### src/design/rrq_pkg.sv
// Shared types, constants and codes for the reorderable request queue.
`timescale 1ns / 1ps
`default_nettype none

package rrq_pkg;

  localparam int QUEUE_DEPTH = 16;
  localparam int ID_BITS     = 8;
  localparam int POS_BITS    = $clog2(QUEUE_DEPTH);
  localparam int CNT_BITS    = $clog2(QUEUE_DEPTH + 1);
  localparam int CMP_BITS    = (CNT_BITS > 8) ? CNT_BITS : 8;

  typedef logic [ID_BITS-1:0]  id_t;
  typedef logic [POS_BITS-1:0] pos_t;
  typedef logic [CNT_BITS-1:0] cnt_t;
  typedef logic [CMP_BITS-1:0] cmp_t;

  typedef enum logic [2:0] {
    OP_PUSH    = 3'd0,
    OP_POP     = 3'd1,
    OP_REORDER = 3'd2,
    OP_UPDATE  = 3'd3,
    OP_START   = 3'd4,
    OP_STOP    = 3'd5
  } opcode_t;

  typedef enum logic [2:0] {
    ST_OK        = 3'd0,
    ST_DUPLICATE = 3'd1,
    ST_FULL      = 3'd2,
    ST_NOT_FOUND = 3'd3,
    ST_EMPTY     = 3'd4
  } status_t;

  // What a slot loads at the clock edge.
  typedef enum logic [1:0] {
    SEL_HOLD       = 2'd0,
    SEL_FROM_RIGHT = 2'd1,
    SEL_FROM_LEFT  = 2'd2,
    SEL_LOAD       = 2'd3
  } slot_sel_t;

endpackage

`default_nettype wire

### src/design/rrq_cell.sv
// One queue slot: holds an id, compares it, and shifts with its neighbours.
`timescale 1ns / 1ps
`default_nettype none

module rrq_cell (
  input  wire logic               clk,
  input  wire rrq_pkg::slot_sel_t sel,
  input  wire rrq_pkg::id_t       left_id,
  input  wire rrq_pkg::id_t       right_id,
  input  wire rrq_pkg::id_t       load_id,
  input  wire rrq_pkg::id_t       cmp_id,
  output rrq_pkg::id_t            id,
  output logic                    match
);

  rrq_pkg::id_t id_next;

  always_comb begin
    case (sel)
      rrq_pkg::SEL_FROM_RIGHT: id_next = right_id;
      rrq_pkg::SEL_FROM_LEFT:  id_next = left_id;
      rrq_pkg::SEL_LOAD:       id_next = load_id;
      default:                 id_next = id;
    endcase
  end

  always_ff @(posedge clk) begin
    id <= id_next;
  end

  assign match = (id == cmp_id);

endmodule

`default_nettype wire

### src/design/reorderable_request_queue.sv
// Top level of the reorderable request queue: command decode and row of slots.
//
//  channel  | handshake                 | payload
//  ---------+---------------------------+-------------------------------------------
//  request  | start in, busy out        | opcode, request_id, target_position,
//           |                           | head_downloaded
//  result   | done out (one-cycle pulse)| start/stop/poll valid+id, head_valid,
//           |                           | head_id, entry_count, status
//  config   | cfg_wr_en in              | cfg_wr_data (requesting_enabled)
//
// A request is captured, and then in the shift cycle every slot compares its
// id against the request in parallel, and the affected slots shift by one
// place or load the request id. The result pulses on done in the cycle after
// that, while a new request may already be captured. busy is high only in the shift cycle.
// Synchronous reset empties the queue and sets requesting_enabled to 1; no
// clearing pass is needed, slots past the count are never read.
// The receiver cannot stall: done is a strobe, and the next request overwrites the results.
`timescale 1ns / 1ps
`default_nettype none

module reorderable_request_queue (
  input  wire logic       clk,
  input  wire logic       rst,
  // request channel
  input  wire logic       start,
  output logic            busy,
  input  wire logic [2:0] opcode,
  input  wire logic [7:0] request_id,
  input  wire logic [7:0] target_position,
  input  wire logic       head_downloaded,
  // configuration
  input  wire logic       cfg_wr_en,
  input  wire logic       cfg_wr_data,
  // result channel
  output logic            done,
  output logic            start_valid,
  output logic [7:0]      start_id,
  output logic            stop_valid,
  output logic [7:0]      stop_id,
  output logic            poll_valid,
  output logic [7:0]      poll_id,
  output logic            head_valid,
  output logic [7:0]      head_id,
  output logic [4:0]      entry_count,
  output logic [2:0]      status
);

  localparam int DEPTH = rrq_pkg::QUEUE_DEPTH;

  typedef enum logic [1:0] {
    S_IDLE = 2'b01,
    S_EXEC = 2'b10
  } state_t;

  state_t state, state_next;

  // captured request
  logic [2:0]   op_q;
  rrq_pkg::id_t id_q;
  logic [7:0]   tpos_q;
  logic         dl_q;

  logic         req_en;
  rrq_pkg::cnt_t count, count_next;

  // slot row
  rrq_pkg::id_t      slot_id   [DEPTH];
  rrq_pkg::id_t      left_in   [DEPTH];
  rrq_pkg::id_t      right_in  [DEPTH];
  rrq_pkg::slot_sel_t slot_sel [DEPTH];
  logic [DEPTH-1:0]  slot_match;
  logic [DEPTH-1:0]  hit;

  logic          found;
  rrq_pkg::pos_t at;
  rrq_pkg::pos_t tgt;
  logic          empty;
  logic          push_ok;
  logic          pop_go;
  logic          reorder_go;
  rrq_pkg::id_t  old_head;
  rrq_pkg::id_t  new_head;
  rrq_pkg::cmp_t last_ext;

  // result next values
  logic             sv_next, pv_next, pov_next;
  rrq_pkg::id_t     sid_next, pid_next, poid_next;
  rrq_pkg::status_t st_next;

  assign busy = (state == S_EXEC);

  // ---------------------------------------------------------------- control
  always_comb begin
    unique case (state)
      S_IDLE:  state_next = (start) ? S_EXEC : S_IDLE;
      S_EXEC:  state_next = S_IDLE;
      default: state_next = S_IDLE;
    endcase
  end

  always_ff @(posedge clk) begin
    if (rst) begin
      state  <= S_IDLE;
      count  <= '0;
      req_en <= 1'b1;
      done   <= 1'b0;
    end else begin
      state <= state_next;
      done  <= (state == S_EXEC);
      if (state == S_EXEC) begin
        count <= count_next;
      end
      if (cfg_wr_en) begin
        req_en <= cfg_wr_data;
      end
    end
  end

  always_ff @(posedge clk) begin
    if (start && !busy) begin
      op_q   <= opcode;
      id_q   <= rrq_pkg::id_t'(request_id);
      tpos_q <= target_position;
      dl_q   <= head_downloaded;
    end
  end

  // ------------------------------------------------------------ slot row
  always_comb begin
    for (int i = 0; i < DEPTH; i++) begin
      left_in[i]  = (i == 0)         ? '0 : slot_id[(i == 0) ? 0 : i - 1];
      right_in[i] = (i == DEPTH - 1) ? '0 : slot_id[(i == DEPTH - 1) ? i : i + 1];
    end
  end

  for (genvar gi = 0; gi < DEPTH; gi++) begin : g_slot
    rrq_cell u_slot (
      .clk      (clk),
      .sel      (slot_sel[gi]),
      .left_id  (left_in[gi]),
      .right_id (right_in[gi]),
      .load_id  (id_q),
      .cmp_id   (id_q),
      .id       (slot_id[gi]),
      .match    (slot_match[gi])
    );
  end

  // --------------------------------------------------------- search / decode
  always_comb begin
    for (int i = 0; i < DEPTH; i++) begin
      hit[i] = slot_match[i] && (rrq_pkg::cnt_t'(i) < count);
    end
  end

  // lowest matching position (ids are unique, so at most one hit anyway)
  always_comb begin
    at = '0;
    for (int i = DEPTH - 1; i >= 0; i--) begin
      if (hit[i]) begin
        at = rrq_pkg::pos_t'(i);
      end
    end
  end

  assign found    = |hit;
  assign empty    = (count == '0);
  assign old_head = slot_id[0];
  assign last_ext = rrq_pkg::cmp_t'(count) - rrq_pkg::cmp_t'(1);

  // target clamped to the last place of the queue once the id is lifted out
  assign tgt = (rrq_pkg::cmp_t'(tpos_q) >= last_ext) ? rrq_pkg::pos_t'(last_ext)
                                                     : rrq_pkg::pos_t'(tpos_q);

  assign push_ok    = (op_q == rrq_pkg::OP_PUSH) && !found
                      && (count < rrq_pkg::cnt_t'(DEPTH));
  assign pop_go     = !empty && ((op_q == rrq_pkg::OP_POP)
                      || ((op_q == rrq_pkg::OP_UPDATE) && dl_q));
  assign reorder_go = (op_q == rrq_pkg::OP_REORDER) && !empty && found;

  always_comb begin
    for (int i = 0; i < DEPTH; i++) begin
      slot_sel[i] = rrq_pkg::SEL_HOLD;
      if (state == S_EXEC) begin
        if (push_ok && (rrq_pkg::cnt_t'(i) == count)) begin
          slot_sel[i] = rrq_pkg::SEL_LOAD;
        end else if (pop_go) begin
          slot_sel[i] = rrq_pkg::SEL_FROM_RIGHT;
        end else if (reorder_go) begin
          if (rrq_pkg::pos_t'(i) == tgt) begin
            slot_sel[i] = rrq_pkg::SEL_LOAD;
          end else if ((at <= tgt) && (rrq_pkg::pos_t'(i) >= at)
                       && (rrq_pkg::pos_t'(i) < tgt)) begin
            slot_sel[i] = rrq_pkg::SEL_FROM_RIGHT;
          end else if ((at > tgt) && (rrq_pkg::pos_t'(i) > tgt)
                       && (rrq_pkg::pos_t'(i) <= at)) begin
            slot_sel[i] = rrq_pkg::SEL_FROM_LEFT;
          end
        end
      end
    end
  end

  // ---------------------------------------------------------- result decode
  always_comb begin
    sv_next    = 1'b0;
    sid_next   = '0;
    pv_next    = 1'b0;
    pid_next   = '0;
    pov_next   = 1'b0;
    poid_next  = '0;
    st_next    = rrq_pkg::ST_OK;
    count_next = count;
    new_head   = old_head;
    case (op_q)
      rrq_pkg::OP_PUSH: begin
        if (found) begin
          st_next = rrq_pkg::ST_DUPLICATE;
        end else if (!push_ok) begin
          st_next = rrq_pkg::ST_FULL;
        end else begin
          count_next = count + rrq_pkg::cnt_t'(1);
          if (empty) begin
            new_head = id_q;
          end
        end
      end
      rrq_pkg::OP_POP, rrq_pkg::OP_UPDATE: begin
        if (empty) begin
          st_next = rrq_pkg::ST_EMPTY;
        end else begin
          if (op_q == rrq_pkg::OP_UPDATE) begin
            pov_next  = 1'b1;
            poid_next = old_head;
          end
          if (pop_go) begin
            count_next = count - rrq_pkg::cnt_t'(1);
            new_head   = slot_id[1];
          end
        end
      end
      rrq_pkg::OP_REORDER: begin
        if (empty) begin
          st_next = rrq_pkg::ST_EMPTY;
        end else if (!found) begin
          st_next = rrq_pkg::ST_NOT_FOUND;
        end else begin
          if (tgt == '0) begin
            new_head = id_q;
          end else if (at == '0) begin
            new_head = slot_id[1];
          end
          // head moved: stop the old one, start the new one
          if (new_head != old_head) begin
            pv_next  = 1'b1;
            pid_next = old_head;
            sv_next  = 1'b1;
            sid_next = new_head;
          end
        end
      end
      rrq_pkg::OP_START: begin
        if (empty) begin
          st_next = rrq_pkg::ST_EMPTY;
        end else if (req_en) begin
          sv_next  = 1'b1;
          sid_next = old_head;
        end
      end
      rrq_pkg::OP_STOP: begin
        if (empty) begin
          st_next = rrq_pkg::ST_EMPTY;
        end else begin
          pv_next  = 1'b1;
          pid_next = old_head;
        end
      end
      default: begin
        st_next = rrq_pkg::ST_OK;
      end
    endcase
  end

  // result register, loaded in the shift cycle and presented with done
  always_ff @(posedge clk) begin
    if (state == S_EXEC) begin
      start_valid <= sv_next;
      start_id    <= 8'(sid_next);
      stop_valid  <= pv_next;
      stop_id     <= 8'(pid_next);
      poll_valid  <= pov_next;
      poll_id     <= 8'(poid_next);
      head_valid  <= (count_next != '0);
      head_id     <= (count_next != '0) ? 8'(new_head) : 8'd0;
      entry_count <= 5'(count_next);
      status      <= st_next;
    end
  end

  // --------------------------------------------------------------- checks
  a_done_after_exec: assert property (@(posedge clk) disable iff (rst)
    done |-> $past(state == S_EXEC))
    else $error("done without a shift cycle");

  a_accept_goes_busy: assert property (@(posedge clk) disable iff (rst)
    (start && !busy) |=> busy)
    else $error("accepted request did not enter the shift cycle");

  a_count_bound: assert property (@(posedge clk) disable iff (rst)
    count <= rrq_pkg::cnt_t'(DEPTH))
    else $error("queue count beyond depth");

  a_count_step: assert property (@(posedge clk) disable iff (rst)
    !$past(rst) |-> (count == $past(count) || count == $past(count) + rrq_pkg::cnt_t'(1)
                     || count + rrq_pkg::cnt_t'(1) == $past(count)))
    else $error("queue count moved by more than one");

  a_head_matches_count: assert property (@(posedge clk) disable iff (rst)
    done |-> (head_valid == (entry_count != 5'd0)))
    else $error("head_valid disagrees with entry_count");

endmodule

`default_nettype wire

### config.mk
export PLATFORM = sky130hd
export DESIGN_NAME = reorderable_request_queue
export DESIGN_NICKNAME = d
export VERILOG_FILES = /design/src/design/rrq_pkg.sv /design/src/design/rrq_cell.sv /design/src/design/reorderable_request_queue.sv
export SDC_FILE = /design/constraint.sdc
export NUM_CORES = 1
export LEC_CHECK = 0
export BUFFER_PORTS_ARGS = -buffer_cell sky130_fd_sc_hd__buf_2
export CORE_ASPECT_RATIO = 0.7
export CORE_MARGIN = 5
export CORE_UTILIZATION = 57
export DETAILED_ROUTE_END_ITERATION = 8
export GPL_TIMING_DRIVEN = 0
export PLACE_DENSITY = 0.78
export SLEW_MARGIN = 15
export SYNTH_ARGS = -nofsm -noshare
export SYNTH_HDL_FRONTEND = slang
export SYNTH_SLANG_ARGS = --single-unit
### constraint.sdc
create_clock -name clk -period 6.4 [get_ports clk]
set_clock_uncertainty 0.1 [all_clocks]
set_input_delay 0.64 -clock clk [delete_from_list [all_inputs] [get_ports clk]]
set_output_delay 0.64 -clock clk [all_outputs]
set_load 0.01 [all_outputs]
==> results of run 1 <==
## what timing repair did
action,in CTS,in global routing
pin swaps,6,2
resized for setup,40,10
buffers inserted,6,7
endpoints found under the setup margin,256,237
## registers in the layout, summed over array words and instances (netlist names), 2 cells and up
register and cells:
g_slot.u_slot.id 128, head_id 8, id_q 8, poll_id 8
start_id 8, stop_id 8, tpos_q 8, count 5
entry_count 5, op_q 3, status 3, state 2
## worst max path at each step
stage / cells after the start / startpoint / endpoint / slack [ns]
global route: 23 / count[0] / g_slot[8].u_slot.id[1] / 0.006
global placement: 23 / count[0] / g_slot[0].u_slot.id[3] / -2.13
finish: 21 / id_q[6] / g_slot[9].u_slot.id[1] / 0.009
floorplan: 26 / count[0] / g_slot[9].u_slot.id[0] / 0.10
detailed placement: 23 / count[0] / g_slot[0].u_slot.id[5] / -2.19
CTS: 27 / count[0] / g_slot[9].u_slot.id[1] / 0.02
## per-stage QoR
stage	utilization [%]	hold WS, ns
floorplan	-	0.312
global placement	60.7	0.318
detailed placement	60.8	0.328
CTS	64.4	0.170
global route	64.8	0.167
finish	64.8	0.177
## where the power goes
| part | switching [W] | internal (W) |
|---|---|---|
| clock | 0.000552 | 0.000715 |
| sequential | 0.00000714 | 0.00144 |
| combinational | 0.000303 | 0.000137 |
| total | 0.000862 | 0.00229 |
## cells in the mapped netlist (25+ instances only)
cell type,count,area [um2]
xnor2_1,101,885
nand2_1,96,360
edfxtp_1,192,5770
xor2_1,39,342
inv_1,29,109
mux2_2,124,1400
buf_2,31,155
o21ai_0,37,185
o211ai_1,31,233
nor3_1,52,260
a21oi_1,77,385
nand3_1,44,220
and2_1,25,156
clkbuf_1,50,188
nand4_1,31,194
nor2_1,107,402
mux2i_1,48,480
## layout make-up
type / instances / area, um2 / share of cell area (%)
multi-input cells: 1121 / 8380 / 50.5
flip-flops and latches: 201 / 5950 / 35.8
plain buffers: 109 / 579 / 3.49
clock buffers: 26 / 566 / 3.40
repair buffers: 83 / 460 / 2.77
well taps: 331 / 414 / 2.49
clock inverters: 14 / 133 / 0.798
inverters: 31 / 128 / 0.768
## kinds of logic (layout without fill, tap and decap cells)
| logic type | count (synthesis) | count (layout) | share of synthesized area [%] |
|---|---|---|---|
| flops | 201 | 201 | 40.2 |
| compound gates | 314 | 314 | 15.2 |
| simple gates | 468 | 468 | 16.8 |
| fa+ha+maj | 17 | 17 | 1.44 |
| mux | 182 | 182 | 13.5 |
| xor+xnor | 140 | 140 | 8.28 |
| buf+inv | 142 | 263 | 4.60 |
## per-layer routing
metal  track usage, %  up-vias
li1                 -     5728
met1             54.0     6603
met2             53.8     1149
met3             11.5      159
met4             10.7        0
met5                0        -
==> metrics, run 1 <==
Synth Warn # 0; Initial Util 57.8%; Seq/Total Area, Yosys 40.2%; Crit Path Max Fanout 10; clock tree root buffer cell clkbuf_16; worst reg2reg endpoint g_slot[9].u_slot.id[1]; Worst Hold Endpoint op_q[0]; fin. max-slew vios 0; critical path required time 6.59 ns; GR Util All Layers 37.1%; Post-Synthesis Cells 1464; Clock H-tree levels 1; Netlist cell types 92; Main synth FF type edfxtp_1; cts hold-fix bufs 0; drt via density 7.12; fraction of registers with async set/reset 0%; Max Cap Viol 0; Detail Placement HPWL 41.6 mm; GP Congestion 1.06; Metal-1 WL 22.9 mm; I/O pin total 71; min-delay src opcode[0]; pwr/cell area 190 mW/mm2; Top delay family on crit path simple AND/OR/NAND/NOR gates; Hold Path Stages 1; FILL cells 2071; final worst slack 0.00947 ns; WL met2 22.5 mm; worst skew pair latency 0.54 ns; Final min period 6.39 ns; Syn Area/Cell 10.1 um2; RSZ-0062 raised after global routing false; final hold viol count 0; dpl cell area 0.0156 mm2; Design Power 0.00316 W; crit path buf inv count 3; die height 145 um; die area 0.0293 mm2; Initial DRT Pass Iterations 8; core area 0.0256 mm2; endpoint class of the critical path register; final non-filler cell total 1916; Post-synth EDFFs 192; DRT antenna net count 0; worst slack, placed -2.19 ns; Fmax 156 MHz; CTS tree built; Reg2Reg Launch Point id_q[6]; largest net degree at the start of global routing 55; leading cell type in the layout, fill and taps excluded edfxtp_1; r2r setup slk 0.009 ns; Worst Hold Class input port to register; Final nets 1611; placed cells 1865; DR WL met3 8.61 mm; slowest cell on the critical path nor4_2; IO Port Bufs 69; Reg clk slew, reported paths 0.07 ns; Synth Cell Area 0.0148 mm2; CTS Buf Count 22; P&R area growth vs syn 12.2%; Max Root-Sink Buffers 3; Critical Path Start Type register; Least-Margin Pin Slew 1.21 ns; drt total wl 55.9 mm; DRC Markers 0; initial antenna violation count 0; total negative slack 0 ns; period utilization 99.9%; syn nets 1506; max layer used met4; initial drt markers 1993; final setup fails 0; Rows 49; Critical Path AT 6.58 ns; status completed; Reg2Reg Depth 21; WL/cell 29.2 um; Seq cells post-synth 201; Peak VDD IR 0.228 mV; Worst slew margin 17.2%; Die X 203 um; CP Class register to register; commonest cells after routing, fill and taps aside 192 x edfxtp_1, 124 x mux2_2, 102 x nor2_1; number of clock sinks 201; share of layout cells above drive strength 1 23.9%; overflow left after global routing 0; Worst path max stage delay 0.92 ns; vias in the first global route 12615; Via Count 13639; Leak 5.82 nW; crit-path cells buf_2 > xnor2_1 > nand3_1 > nor4_2 > a211oi_1 > nor3_1 > a21oi_1 > nor3_1 > ha_1 > nor2b_1 > o21a_1 > o21a_1 > o21ai_4 > clkbuf_8 > o311ai_0 > nor2_1 > a311oi_1 > o21ai_2 > buf_12 > mux2_2 > mux2_2; global-route wire length before repair 81.9 mm; fin area 0.0166 mm2; Diodes inserted 0
Note: power is estimated with default switching activity, not from simulation.
==> run 2: changes to the inputs <==
ABC_AREA = 1   (was default)
PLACE_DENSITY = default   (was 0.78)
PLACE_DENSITY_LB_ADDON = 0.1   (was default)
==> metrics, run 2 <==
status completed; drt via density 6.30 (-11%); fin area 0.0152 mm2 (-8.5%); GR Util All Layers 36.5% (-0.60 points); CTS tree built; clock tree root buffer cell clkbuf_16; dpl cell area 0.0145 mm2 (-6.7%); endpoint class of the critical path register; Design Power 0.00295 W (-6.4%); Critical Path AT 6.18 ns (-0.40 ns); share of layout cells above drive strength 1 14.5% (-9.4 points); worst skew pair latency 0.53 ns (about the same); fin. max-slew vios 0 (unchanged); Reg clk slew, reported paths 0.06 ns (about the same); Worst path max stage delay 0.47 ns (-0.45 ns); Post-synth top cells 527 x nand2_1, 204 x nand3_1, 192 x edfxtp_1; Post-Synthesis Cells 1728 (+18%); Syn Area/Cell 7.98 um2 (-21%); Seq/Total Area, Yosys 43.1% (+2.9 points); final setup fails 0 (unchanged); Leak 6.33 nW (+8.8%); Initial DRT Pass Iterations 6 (-2); number of clock sinks 201 (unchanged); post-synth top area cell edfxtp_1; Critical Path Start Type register; slowest cell on the critical path o31ai_1; Yosys top cell area share 41.8% (+2.9 points); Synth Warn # 0 (unchanged); Initial Util 58.1% (+0.29 points); Crit Path Max Fanout 10 (unchanged); Final min period 6.10 ns (-0.289 ns); overflow left after global routing 0 (unchanged); Worst Hold Class input port to register; initial drt markers 2052 (+3.0%); Die X 196 um (-3.3%); CTS Buf Count 20 (-9.1%); Rows 47 (-4.1%); CP Class register to register; Levels on crit path 26 (+24%); DRT antenna net count 0 (unchanged); total negative slack 0 ns (unchanged); leading cell type in the layout, fill and taps excluded nand2_1; vias in the first global route 12599 (-0.13%); Reg with most FFs g_slot.u_slot.id; Max Cap Viol 0 (unchanged); initial antenna violation count 0 (unchanged); Post-synth EDFFs 192 (unchanged); Max Root-Sink Buffers 3 (unchanged); Detail Placement HPWL 38.5 mm (-7.4%); P&R area growth vs syn 10.2%; Peak VDD IR 0.272 mV (+19%); GP Congestion 1.07 (+1.3%); WL/cell 23.9 um (-18%); Top delay family on crit path simple AND/OR/NAND/NOR gates; I/O pin total 71 (unchanged); IO Port Bufs 69 (unchanged); Final nets 1863 (+16%); FILL cells 2122 (+2.5%); Hold Path Stages 1 (unchanged); die area 0.0275 mm2 (-6.4%); commonest cells after routing, fill and taps aside 527 x nand2_1, 204 x nand3_1, 192 x edfxtp_1; critical path required time 6.48 ns (-0.11 ns); Clock H-tree levels 1 (unchanged); Synth Cell Area 0.0138 mm2 (-6.8%); Reg2Reg Depth 26 (+24%); period utilization 95.3% (-4.5 points); die height 140 um (-3.2%); Least-Margin Pin Slew 0.998 ns (-0.209 ns); Via Count 13564 (-0.55%); syn nets 1770 (+18%); Diodes inserted 0 (unchanged); global-route wire length before repair 76.6 mm (-6.5%); count leader, synth nand2_1; fraction of registers with async set/reset 0% (unchanged); most used cell, CP nand2_1; Main synth FF type edfxtp_1; Largest register FFs 128 (unchanged); core area 0.0238 mm2 (-7.3%); pwr/cell area 194 mW/mm2 (+2.3%); top post-synthesis cells by area edfxtp_1 42%, nand2_1 14%, nand3_1 7.4%, inv_1 2.9%, o21ai_0 2.8%; drt total wl 51.5 mm (-7.8%); Seq cells post-synth 201 (unchanged); final core utilization 64.0% (-0.86 points); final hold viol count 0 (unchanged); crit path buf inv count 7 (+4); RSZ-0062 raised after global routing true; DRC Markers 0 (unchanged); Worst slew margin 33.5% (+16 points); Netlist cell types 59 (-36%); largest net degree at the start of global routing 55 (unchanged); Fmax 164 MHz (+4.7%); cts hold-fix bufs 0 (unchanged)
run 2: cell count changes after synthesis, moves of 32 or more:
cell	before	now
mux2i_1	48	0
nand2_1	96	527
mux2_2	124	0
o21ai_0	37	78
clkbuf_1	50	18
xnor2_1	101	40
nor3_1	52	10
nand3_1	44	204
inv_1	29	108
run 2: cell type report:
| class | instances | area (um2) | share of cell area (%) |
|---|---|---|---|
| plain buffers | 78 | 495 | 3.26 |
| clock buffers | 29 | 576 | 3.79 |
| clock inverters | 7 | 31.3 | 0.206 |
| inverters | 137 | 517 | 3.40 |
| multi-input cells | 1312 | 6870 | 45.2 |
| flip-flops and latches | 201 | 5950 | 39.1 |
| well taps | 318 | 398 | 2.62 |
| repair buffers | 71 | 360 | 2.37 |
run 2: stage by stage:
stage	setup WS, ns	hold WS, ns	cells
6_report	0.298	0.187	2153
5_1_grt	-0.00283	0.174	2153
4_1_cts	0.173	0.169	2153
3_5_place_dp	-0.487	0.339	2115
3_3_place_gp	-0.483	0.324	2115
2_1_floorplan	1.37	0.313	1728
run 2: final timing paths:
| check | end | slack [ns] | from |
|---|---|---|---|
| setup reg to reg | g_slot[7].u_slot.id[2] | 0.30 | count[1] |
| setup / recovery | g_slot[7].u_slot.id[2] | 0.30 | count[1] |
| hold reg to reg | state[0] | 0.35 | state[0] |
| hold / removal | id_q[0] | 0.19 | request_id[0] |
run 2: logic make-up after synthesis:
group | share of synthesized area, %
DFF | 43.1
adders and majority gates | 1.54
and+or+nand+nor | 32.3
AOI/OAI and AO/OA | 10.6
xor gates and xnor gates | 5.21
buffers and inverters | 7.29
run 2: worst reg2reg max path: stages (launching register included):
cell       delay, ns
dfxtp_1         0.32
buf_2           0.21
nor2_2          0.18
inv_2           0.05
nor2_2          0.24
inv_1           0.07
nor2_1          0.27
inv_1           0.24
ha_1            0.35
nand2_1         0.10
nor2_1          0.07
nand4_1         0.08
o2111ai_1       0.31
nand2_1         0.16
o21a_1          0.40
inv_1           0.16
ha_1            0.31
nand2_1         0.04
inv_1           0.08
o21ai_0         0.10
a32oi_2         0.29
inv_1           0.24
o31ai_1         0.47
nand2_1         0.23
nand2_1         0.12
nand2_2         0.17
nand2_1         0.38
run 2: timing repair:
action | in CTS | in global routing
endpoints found under the setup margin | 166 | 171
pin swaps | 1 | 0
gates resized for setup | 3 | 6
endpoints found under the hold margin | 0 | 0
setup buffers | 2 | 0
run 2: routing by layer:
metal / global-route usage [%] / wire (um) / vias up
met1: 55.6 / 21600 / 6294
met3: 13.0 / 8290 / 138
met2: 48.7 / 19800 / 1043
li1: - / - / 6089
met4: 10.3 / 1790 / 0
met5: 0 / 0 / -
run 2: power by group:
part           internal [W]  leakage [nW]  switching (W)
combinational     0.0000973          4.25       0.000258
sequential          0.00144          1.79     0.00000736
clock              0.000623         0.292       0.000527
total               0.00216          6.33       0.000792
